==> src/rtl/core/rpc_ram.sv <==
// Generic single-write, single-read RAM with registered read data.
// No dependencies.
`timescale 1ns / 1ps

module rpc_ram #(
  parameter int unsigned WIDTH = 64,
  parameter int unsigned DEPTH = 64
) (
  input  logic                     clk_i,
  input  logic                     we_i,
  input  logic [$clog2(DEPTH)-1:0] waddr_i,
  input  logic [WIDTH-1:0]         wdata_i,
  input  logic [$clog2(DEPTH)-1:0] raddr_i,
  output logic [WIDTH-1:0]         rdata_o
);

  logic [WIDTH-1:0] mem_q [DEPTH];
  logic [WIDTH-1:0] rdata_q;

  // Write port
  always_ff @(posedge clk_i) begin
    if (we_i) begin
      mem_q[waddr_i] <= wdata_i;
    end
  end

  // Registered read port
  always_ff @(posedge clk_i) begin
    rdata_q <= mem_q[raddr_i];
  end

  assign rdata_o = rdata_q;

endmodule

==> config.mk <==
export PLATFORM = sky130hd
export DESIGN_NAME = rpc_ram
export DESIGN_NICKNAME = d
export VERILOG_FILES = /design/src/rtl/core/rpc_ram.sv
export SDC_FILE = /design/constraint.sdc
export NUM_CORES = 2
export LEC_CHECK = 0
export BUFFER_PORTS_ARGS = -buffer_cell sky130_fd_sc_hd__buf_4
export CAP_MARGIN = 0
export CORE_MARGIN = 1
export CORE_UTILIZATION = 45
export DETAILED_ROUTE_END_ITERATION = 12
export PLACE_DENSITY = 0.68
export REMOVE_ABC_BUFFERS = 1
export SKIP_CTS_REPAIR_TIMING = 1
export SYNTH_ARGS = -nofsm -noshare
export SYNTH_HDL_FRONTEND = slang
export SYNTH_SLANG_ARGS = --single-unit
==> constraint.sdc <==
create_clock -name clk_i -period 9.1 [get_ports clk_i]
set_input_delay 0.455 -clock clk_i [delete_from_list [all_inputs] [get_ports clk_i]]
set_output_delay 0.455 -clock clk_i [all_outputs]
set_load 0.01 [all_outputs]
=== Yosys cells after proc, flatten, opt, wreduce, memory -nomap -nowiden ===
Memories as Yosys holds them, arrays and structs flattened. A register that Yosys moved wholly into a read port is not among the register bits.
Cells that the tools add are included.

* Register bits: 0
* Logic and storage cells: 3
* Memory bits (writable): 4096
* Memories kept: 1

{| class="wikitable"
|+ Memory list
! name !! depth !! width !! rd ports !! clocked after memory_dff !! write ports !! RTL line !! source
|-
| mem_q || 64 || 64 || 1 || 1 || 1 || 17 || <nowiki>logic [WIDTH-1:0] mem_q [DEPTH];</nowiki>
|}

* Muxes and demuxes: 2

{| class="wikitable"
|+ Operators by type and width
! kind !! count
|-
| $mux W1 || 2
|}

=== Logic depth before layout (Yosys ltp) ===
* Depth in word-level cells: 2
* Depth in mapped cells: 9

=== Least setup slack after synthesis ===
OpenSTA, ideal clock, no wires.

* Path type: input -> register
* Start point: input port waddr_i[3]
* End point: memory mem_q[48][0] (enable)
* Setup slack: 3.209 ns
* Data required time: 8.536 ns
* Arrival time: 5.327 ns
* Cell stages on the path: 4
* Buffers on the path: 1
* Cells stage by stage: clkbuf_1 -> nor2b_1 -> nand4b_1 -> nor3_1

{| class="wikitable"
|+ RTL lines
! element !! RTL line !! source
|-
| start: declaration || 11 || <nowiki>input logic [$clog2(DEPTH)-1:0] waddr_i,</nowiki>
|-
| end: declaration || 17 ||
|}

No word-level cell before the write port.

=== Worst setup path in the final report ===
* Start point: input port waddr_i[1]
* End point: memory mem_q[23][24] (enable)

No word-level cell before the write port.

==> metrics <==
status=completed; final net count=7060; I/O pins=between 100 and 150; Max FO, Critical Path=23; mapped cell area=0.156 mm²; Hold EP=mem_q[50][62]$_DFFE_PP_; Max IR drop VDD=175 µV; Initial Utilization=0.452; Die Ht=591 µm; final number of setup-violating endpoints=0; Mean Syn Cell Area=between 20 and 25 µm²; WS Path Type=input port to flip-flop; Reg clk slew, reported paths=0.07 ns; P_leak=54.9 nW; Worst Path Arrival=approximately 4 ns; Area Overhead vs Synth=13.1%; WHS Path Cells=1; GRT Util Overall=0.234; H-tree levels=5; most frequent cells in the layout=4096 x edfxtp_1, 1024 x mux4_2, 416 x clkbuf_16; Fmax=294 MHz; clock sink total=roughly 4.2k; clk_lat worst skew=0.98 ns; die area=0.350 mm²; Fin Clk Skew=0.0762 ns; post-route antenna net violation count=0; row count=216; post-DP HPWL=211 mm; Final Slew Violations=0; Die W=591 µm; CTS buffer count=around 410; Final Cell Area=0.177 mm²; final setup TNS=0 ns; post-synthesis adder-cell area fraction=0; vias in the first global route=around 76k; reg2reg setup slack=6.91 ns; min Tclk post-route=3.40 ns; dpl cells=~11k; worst slew pin tran=1.39 ns; core area=0.346 mm²; Final GP Congestion=0.787; xor and xnor area share after synthesis=0; Pwr Density=225 mW/mm²; Startpoint Class=input port; worst r2r src=mem_q[8][26]$_DFFE_PP_; clock buffer depth=4; DR pass1 iterations=6; largest net degree at the start of global routing=between 100 and 150; mux share of post-synthesis cell area=0.156; Seq/Total Area, Yosys=0.795; CP required=slightly below 10 ns; first-pass GRT wire length=577 mm; final hold viol count=0; period utilization=0.373; RSZ-0062 raised after global routing=false; placed cell area=roughly 0.16 mm²; Clock Tree Root=clkbuf_16; TritonCTS clock tree=yes; Via-to-Cell Ratio=6.35; via count=75.7k; Hold Crit Start=wdata_i[62]; Avg WL per Cell=34.5 µm; Synth Instances=6598; gr ovfl total=0; Rel. slew slack=0.0733; initial drt markers=10.5k; Final Routed Wirelength=between 400 and 500 mm; Post-Synth Simple-Gate Area=0.0124; share of cells above drive strength 1=0.279; # DRC=0; end of the worst register-to-register path=rdata_o[26]$_DFF_P_; antenna violations before repair=29; Reg2Reg Depth=5; post-route non-filler standard cell count=roughly 12k; Compound-Gate Fraction of Synth Area=0.0248; most common cell after layout, fill and taps aside=edfxtp_1; max cap viols=0; Seq cells post-synth=approximately 4.2k; yosys warns=0; CP Capture Type=flip-flop; port bufs=about 140; Yosys cell types=33; Hold Path Class=input port to flip-flop; largest family of logic cells by synthesized area=multiplexers
## routing by layer
layer,part of all wire,up-vias,GRT usage
met5,0.000085,-,0
met2,0.48,4768,0.376
met4,0.037,6,0.0795
li1,-,29300,-
met1,0.37,40700,0.320
met3,0.11,855,0.0503
## through the flow
| stage | setup slack (ns) | hold WS (ns) | total power, W | utilization |
|---|---|---|---|---|
| after floorplan | 3.35 | 0.554 | 0.0225 | - |
| after global placement | 4.83 | 0.834 | 0.0235 | 0.473 |
| after detailed placement | 4.83 | 0.838 | 0.0235 | 0.473 |
| after CTS | 5.83 | -0.0719 | 0.0399 | 0.511 |
| after global routing | 5.54 | 0.000233 | 0.0407 | 0.511 |
| final | 5.70 | 0.00783 | 0.0397 | 0.511 |
## state kept, by name, summed over array words and instances, names as in the netlist
| register | flops |
|---|---|
| mem_q | 4096 |
| rdata_o | 64 |
## where the power goes
group	total, W	internal (W)	switching, W
clock network	0.0166	0.00949	0.00716
logic	0.00179	0.000679	0.00111
registers	0.0213	0.0212	0.0000799
## critical path: stages
cell	delay [ns]
buf_4	0.21
nand4_1	0.76
nor2_4	1.17
buf_4	0.65
buf_4	0.62
## Yosys cell counts
library cell  number  share of area
edfxtp_1        4096           0.79
mux4_2          1024           0.15
buf_2            170         0.0054
a22oi_1          168         0.0081
clkbuf_1         140         0.0034
mux2i_1          135         0.0086
nor2_1           112         0.0027
a22o_1            88         0.0049
o22ai_1           83         0.0033
and3_1            64         0.0026
dfxtp_1           64         0.0082
a211oi_1          63         0.0030
nand2_1           58         0.0014
nand3_1           45         0.0014
o221ai_1          38         0.0021
buf_4             34         0.0016
or3_1             29         0.0012
nor2b_1           28         0.0011
or2_2             28         0.0011
a41oi_1           26         0.0015
buf_1             20        0.00048
a2bb2oi_1         19         0.0011
inv_1             19        0.00046
a31oi_1           18        0.00072
nand2b_1          11        0.00044
buf_6              6        0.00043
and2_1             3        0.00012
nand3b_1           2       0.000096
nand4_1            2       0.000080
nor3_1             2       0.000064
a31o_1             1       0.000056
nand4b_1           1       0.000056
or3b_2             1       0.000056
## worst max-delay path by stage
stage | cells after the start | endpoint | slack [ns] | startpoint
detailed placement | 5 | mem_q[23][26]$_DFFE_PP_ | 4.83 | waddr_i[1]
global placement | 8 | rdata_o[22]$_DFF_P_ | 4.83 | raddr_i[0]
floorplan | 3 | mem_q[48][0]$_DFFE_PP_ | 3.35 | waddr_i[4]
CTS | 6 | mem_q[62][20]$_DFFE_PP_ | 5.83 | we_i
global route | 8 | rdata_o[22]$_DFF_P_ | 5.54 | raddr_i[0]
finish | 5 | mem_q[23][24]$_DFFE_PP_ | 5.70 | waddr_i[1]
## kinds of logic after synthesis
group / after synthesis
and+or+nand+nor: 386
AOI/OAI and AO/OA: 504
DFF: 4160
muxes: 1159
buffers and inverters: 389
## final cells by class
class                   instances  area [µm²]
clock inverters               229        2140
clock buffers                 536       11100
well taps                    4578        5730
fillers                     26300      169000
flip-flops and latches       4160      124000
multi-input cells            2049       30800
repair buffers                343        2760
inverters                      19        71.3
diodes                          9        22.5
Power figures use the tool's default switching activity.
