## config.mk

```make
export PLATFORM = sky130hd
export DESIGN_NAME = rpc_mul_add
export DESIGN_NICKNAME = d
export VERILOG_FILES = /design/src/rtl/core/rpc_pkg.sv /design/src/rtl/core/rpc_mul_add.sv
export SDC_FILE = /design/constraint.sdc
export NUM_CORES = 2
export LEC_CHECK = 0
export BUFFER_PORTS_ARGS = -buffer_cell sky130_fd_sc_hd__buf_2
export CORE_UTILIZATION = 55
export DETAILED_ROUTE_END_ITERATION = 12
export PLACE_DENSITY = 0.73
export SETUP_SLACK_MARGIN = 0.05
export SLEW_MARGIN = 0
export SYNTH_ARGS = -nofsm -noshare
export SYNTH_HDL_FRONTEND = slang
export SYNTH_SLANG_ARGS = --single-unit
```

## constraint.sdc

```tcl
create_clock -name clk_i -period 17 [get_ports clk_i]
set_input_delay 0.85 -clock clk_i [delete_from_list [all_inputs] [get_ports clk_i]]
set_output_delay 0.85 -clock clk_i [all_outputs]
set_load 0.005 [all_outputs]
```

## src/rtl/core/rpc_pkg.sv

```systemverilog
// Package for the rising product coefficient block: widths, payload
// structs, sequencer codes and the request/response structs of the
// shared multiply-add unit. No dependencies.
`timescale 1ns / 1ps

package rpc_pkg;

  localparam int unsigned COEF_W = 64;
  localparam int unsigned HALF_W = COEF_W / 2;
  localparam int unsigned TC_W   = 7;
  localparam int unsigned PIDX_W = 6;

  // Input item
  typedef struct packed {
    logic [COEF_W-1:0] start_offset;
    logic [TC_W-1:0]   term_count;
  } in_item_t;

  // Result item
  typedef struct packed {
    logic [COEF_W-1:0] coefficient;
    logic [PIDX_W-1:0] power_index;
    logic              last_flag;
    logic              count_error;
  } out_item_t;

  // Sequencer states
  typedef enum logic [2:0] {
    S_IDLE,
    S_ERR,
    S_MUL,
    S_RA,
    S_RD,
    S_ERA,
    S_EMIT
  } state_e;

  // Which coefficient the running multiply-add produces
  typedef enum logic [2:0] {
    PH_INIT0,
    PH_INIT1,
    PH_TOP,
    PH_INNER,
    PH_ZERO
  } phase_e;

  // Multiply-add request: result = mul_a * mul_b + addend (mod 2^64)
  typedef struct packed {
    logic              start;
    logic [COEF_W-1:0] mul_a;
    logic [COEF_W-1:0] mul_b;
    logic [COEF_W-1:0] addend;
  } mul_req_t;

  typedef struct packed {
    logic              done;
    logic [COEF_W-1:0] result;
  } mul_rsp_t;

endpackage

```

## src/rtl/core/rpc_mul_add.sv

```systemverilog
// Shared 64-bit multiply-add unit built on one 32x32 multiplier, three
// partial products in turn. Depends on rpc_pkg.
`timescale 1ns / 1ps

module rpc_mul_add (
  input  logic             clk_i,
  input  logic             rst_ni,
  input  rpc_pkg::mul_req_t req_i,
  output rpc_pkg::mul_rsp_t rsp_o
);
  import rpc_pkg::*;

  localparam logic [1:0] STEP_LL = 2'd0;
  localparam logic [1:0] STEP_LH = 2'd1;
  localparam logic [1:0] STEP_HL = 2'd2;

  logic [COEF_W-1:0] a_q, b_q, acc_q;
  logic [1:0]        step_q;
  logic              busy_q, done_q;
  logic [HALF_W-1:0] mx, my;
  logic [COEF_W-1:0] prod, addend;

  // Pick the partial product for this step; cross terms only need low halves
  always_comb begin
    mx     = (step_q == STEP_HL) ? a_q[COEF_W-1:HALF_W] : a_q[HALF_W-1:0];
    my     = (step_q == STEP_LH) ? b_q[COEF_W-1:HALF_W] : b_q[HALF_W-1:0];
    prod   = COEF_W'(mx) * COEF_W'(my);
    addend = (step_q == STEP_LL) ? prod : {prod[HALF_W-1:0], {HALF_W{1'b0}}};
  end

  // Sequence control
  always_ff @(posedge clk_i or negedge rst_ni) begin
    if (!rst_ni) begin
      busy_q <= 1'b0;
      done_q <= 1'b0;
      step_q <= STEP_LL;
    end else begin
      done_q <= busy_q && (step_q == STEP_HL);
      if (req_i.start) begin
        busy_q <= 1'b1;
        step_q <= STEP_LL;
      end else if (busy_q) begin
        if (step_q == STEP_HL) begin
          busy_q <= 1'b0;
        end else begin
          step_q <= step_q + 2'd1;
        end
      end
    end
  end

  // Operands and accumulator
  always_ff @(posedge clk_i) begin
    if (req_i.start) begin
      a_q   <= req_i.mul_a;
      b_q   <= req_i.mul_b;
      acc_q <= req_i.addend;
    end else if (busy_q) begin
      acc_q <= acc_q + addend;
    end
  end

  assign rsp_o.done   = done_q;
  assign rsp_o.result = acc_q;

endmodule

```

Word-level counts from Yosys, hierarchy flattened
Cells that the tools add are included.
Word-level totals
  word-level logic and storage cells: 27
  output and inout bits: 65
  input port bits: 195
  flip-flop bits (word level): 196
Cells by class
  equal/unequal tests: 3
  $mul: 1
  add/sub/neg operators: 2
  reductions and logical operators: 4
  multiplexer cells: 11
Operators with widths (number)
  $mux W64: 3
  $add A64 B64 Y64: 1
  $mul A32 B32 Y64: 1
  $mux W32: 2
  $mux W2: 3
  $mux W1: 3
  $add A2 B1 Y2 const B: 1
  $eq A2 B1 Y1 const B: 1
  $eq A2 B2 Y1 const B: 1
  $logic_not A2 Y1: 1
  $ne A2 B2 Y1 const B: 1
  $reduce_and A2 Y1: 1
  $reduce_bool A2 Y1: 1
  $logic_and A1 B1 Y1: 1

Depth between registers and ports, before layout
  depth after elaboration: 7
  gate-level depth with buffers: 45
  depth with buffers taken out: 40

Worst setup path before layout
No wires, ideal clock.
  path kind: reg-to-reg
  start point: register step_q[0]
  end point: register acc_q[63], data pin
  setup time: 0.256 ns
  stages on the path, launching flop included: 43
  data arrival time: 10.487 ns
  setup slack: 6.257 ns
  cell sequence: dfrtp_1 inv_1 ha_1 clkbuf_1 clkbuf_1 mux2i_1 clkbuf_1 nor2_1 fa_1 fa_1 fa_1 inv_1 fa_1 inv_1 fa_1 inv_1 fa_1 inv_1 (+7 left out) nor2_2 o31a_1 o21ai_1 a31oi_1 xnor2_1 mux2_2 ha_1 clkbuf_1 a21oi_1 o21ai_0 a41oi_1 o31ai_1 a21oi_1 nand2_2 a31oi_2 o21ai_0 or4_1 o211a_1
Between the ends
  word-level cells in the longest chain between the ends: 7
  elaborated cells on any way between the ends: 10
  classes of those cells: 1 x add/sub; 1 x mul; 2 x eq/ne; 5 x mux; 1 x reduce/logical
RTL lines
  from (decl): line rpc_mul_add.sv:18  | logic [1:0] step_q;
  from (signal assigned): line rpc_mul_add.sv:46  | step_q <= step_q + 2'd1;
  $eq A2 B2 Y1 / $eq A2 B1 Y1 (equally long branches): line rpc_mul_add.sv:25, rpc_mul_add.sv:26
  $mux W32, on equally long branches: line rpc_mul_add.sv:25, rpc_mul_add.sv:26
  $mul A32 B32 Y64: line rpc_mul_add.sv:27  | prod = COEF_W'(mx) * COEF_W'(my);
  $mux W64 (*): line rpc_mul_add.sv:28  | addend = (step_q == STEP_LL) ? prod : {prod[HALF_W-1:0], {HALF_W{1'b0}}};
  $add A64 B64 Y64 (*): line rpc_mul_add.sv:59  | acc_q <= acc_q + addend;
  $mux W64 (*): line rpc_mul_add.sv:58  | end else if (busy_q) begin
  $mux W64 (*): line rpc_mul_add.sv:54  | if (req_i.start) begin
  to (signal assigned): line rpc_mul_add.sv:57  | acc_q <= req_i.addend;
  to (signal assigned): line rpc_mul_add.sv:59
  to (decl): line rpc_mul_add.sv:17  | logic [COEF_W-1:0] a_q, b_q, acc_q;
Every way passes the cells marked *; elsewhere a longest branch is shown, timed or not. The select of a mux whose other input is x is not followed.
A chain may end at the register's enable or synchronous reset.

Worst setup path after layout
  start point: register step_q[0]
  end point: register acc_q[53], data pin
Same word-level chain as after synthesis.

==> reports/metrics.cfg <==
[clocking]
cts-resized-gates=0
path_clk_slew_ns=0.10
cts_max_level=4
cts_hold_buffers=0
cts_tree=done
cts_setup_buffers=0
clk_path_buf_depth=2
clock_latency_ns=0.54
cts_buffers=17
clock-sinks=196
cts_root_buf=clkbuf_16

[floorplan]
rows=103
start_util=0.556
ios=260
core_sq_um=79000
die_area_sq_um=81100
die_y_microns=285
fp.dieW_microns=285

[run_status]
status=finished clean

[synth]
synth_nets=6162
synth_top_area_cell=fa_1
ys_ff_latch=196
async_reset_ff_frac=0.0204
synth_ff_type=edfxtp_1
postSynthCellCount=4737
yosys.area.top_type_share=0.409
synth_seq_area_share=0.133
synth_area_sq_um=44000
synth-edff-count=192
yosysWarnings=0
yosysUniqueCellTypes=88
synth.avg_cell_area_sq_um=9.28
synth_area_leaders=fa_1, edfxtp_1, ha_1

[sta]
max_clock_freq_mhz=79.2
period_needed_ns=12.62
drv_slew=0
maxSlewHeadroom=0.205
final_hold_viol_count=0
rsz0062_at_grt=false
period_share=0.742
tns_ns=0
skew_ns=0.0242
worst_slew_pin_slew_ns=1.16
setup_violations=0

[layout]
diodes=0
final_net_count=6278
area_delta_synth_final_pct=7.10
drive_gt1_frac=0.104

[worst_setup_path]
cp.arrival_ns=12.91
reg2reg_slack_ns=4.38
crit_slowest_cell=a21boi_0
rr_startpoint=step_q[0]$_DFFE_PN0P_
cp-start-kind=flop
r2r_cells=35
worstSetupPathType=flop to flop
critPathTopFamily=adder cells
critPathCaptureType=flop
cp_max_fo=35
rr_endpoint=acc_q[53]$_DFFE_PP_
path_buf_inv=5
cp_common_cell=fa_1
max_stage_delay_ns=0.84
cp_data_required_time_ns=17.29

[route]
vias=35100
post_drt_wl_per_cell_microns=23.4
drt_pre_antenna_iters=6
drc=0
avgViaCountPerCell=5.93
wl_microns=139000
drtIter0Drc=3311
ant_nets=0

[grt]
grt_pass1_vias=37000
grt.overflow.total=0
grt_first_pass_wirelength_microns=217000
grt_max_degree=95
grt.total_usage=0.356
antenna_found_initial=1

[flow_run]
drv_cap=0

[placement]
hpwl_microns=111000
port_buffers=259
place.gp.congestion=0.985

[worst_hold_path]
hp-class=input port to asynchronous set/reset pin

==> layout by cell type, fill, tap and decap left out, types with 7 or more instances in the layout <==
| cell | n |
|---|---|
| inv_1 | 863 |
| a21o_1 | 79 |
| o21a_1 | 18 |
| o21ai_0 | 123 |
| nand2b_1 | 9 |
| o21bai_1 | 23 |
| or3_1 | 10 |
| nand3_1 | 28 |
| o21ai_1 | 10 |
| mux2_2 | 79 |
| a21oi_1 | 123 |
| buf_4 | 66 |
| nor2_1 | 635 |
| mux2i_2 | 30 |
| buf_2 | 258 |
| nand2_1 | 607 |
| and3_1 | 31 |
| mux2i_4 | 9 |
| fa_1 | 897 |
| and2_1 | 32 |
| nand4_1 | 34 |
| nor2b_1 | 13 |
| a211oi_1 | 13 |
| xor2_1 | 47 |
| clkbuf_16 | 17 |
| xnor2_1 | 68 |
| o211ai_1 | 16 |
| a31oi_1 | 19 |
| mux2i_1 | 29 |
| ha_1 | 330 |
| nor3_1 | 16 |
| or2_2 | 7 |
| o31ai_1 | 8 |
| edfxtp_1 | 192 |
==> how the worst max path moves through the flow <==
| stage | from | end | slack [ns] | cells past startpoint |
|---|---|---|---|---|
| global placement | step_q[0]$_DFFE_PN0P_ | acc_q[53]$_DFFE_PP_ | 4.67 | 37 |
| floorplan | step_q[0]$_DFFE_PN0P_ | acc_q[63]$_DFFE_PP_ | 6.26 | 42 |
| finish | step_q[0]$_DFFE_PN0P_ | acc_q[53]$_DFFE_PP_ | 4.38 | 35 |
| global route | step_q[1]$_DFFE_PN0P_ | acc_q[53]$_DFFE_PP_ | 3.91 | 36 |
| CTS | step_q[0]$_DFFE_PN0P_ | acc_q[53]$_DFFE_PP_ | 4.56 | 37 |
| detailed placement | step_q[0]$_DFFE_PN0P_ | acc_q[53]$_DFFE_PP_ | 4.64 | 37 |
==> cell families (layout without fill, tap and decap cells) <==
family | after synthesis | after routing | share of synthesized area
AO/OA/AOI/OAI | 513 | 513 | 0.0762
XOR/XNOR | 115 | 115 | 0.0229
adder cells (fa/ha/maj) | 1230 | 1230 | 0.503
buffers and inverters | 1092 | 1221 | 0.0939
flip-flops | 196 | 196 | 0.133
multiplexers | 148 | 148 | 0.0361
AND/OR/NAND/NOR | 1443 | 1443 | 0.134
==> Yosys cell counts, types with 68 or more instances <==
cell and n:
a21o_1 79, a21oi_1 123, clkbuf_1 209, edfxtp_1 192, fa_1 897, ha_1 333
inv_1 863, mux2_2 79, mux2i_1 68, nand2_1 607, nor2_1 635, o21ai_0 123
xnor2_1 68
==> flip-flops by register name (all words and copies together) (netlist names) <==
name,count
a_q,64
acc_q,64
b_q,64
busy_q,1
done_q,1
step_q,2
==> stage by stage <==
| stage | worst slack [ns] | cells | hold WS [ns] | area (sq um) | util |
|---|---|---|---|---|---|
| finish | 4.38 | 5916 | 0.123 | 47100 | 0.596 |
| global route | 3.91 | 5916 | 0.110 | 47100 | 0.596 |
| CTS | 4.56 | 5916 | 0.0894 | 47100 | 0.596 |
| detailed placement | 4.64 | 5884 | 0.493 | 46400 | 0.588 |
| global placement | 4.67 | 5884 | 0.485 | 46400 | 0.588 |
| floorplan | 6.26 | 4737 | 0.464 | 44000 | - |
==> layer usage <==
metal	vias up	global-route usage	routed length [microns]
li1	15000	-	-
met1	17800	0.482	54800
met2	1964	0.547	61700
met3	362	0.0876	15100
met4	2	0.151	6870
met5	-	0	17
==> cell type report <==
cell class              instances  area, sq um
clock buffers                  17          425
clock inverters                15          213
fillers                      6811        31900
inverters                     864         3240
multi-input cells            3449        34200
flip-flops and latches        196         5870
well taps                    1050         1310
repair buffers                325         1800
Power is left out: the tool's default activity adds up to more than one toggle a clock period on the data nets, which glitch-free logic cannot reach.
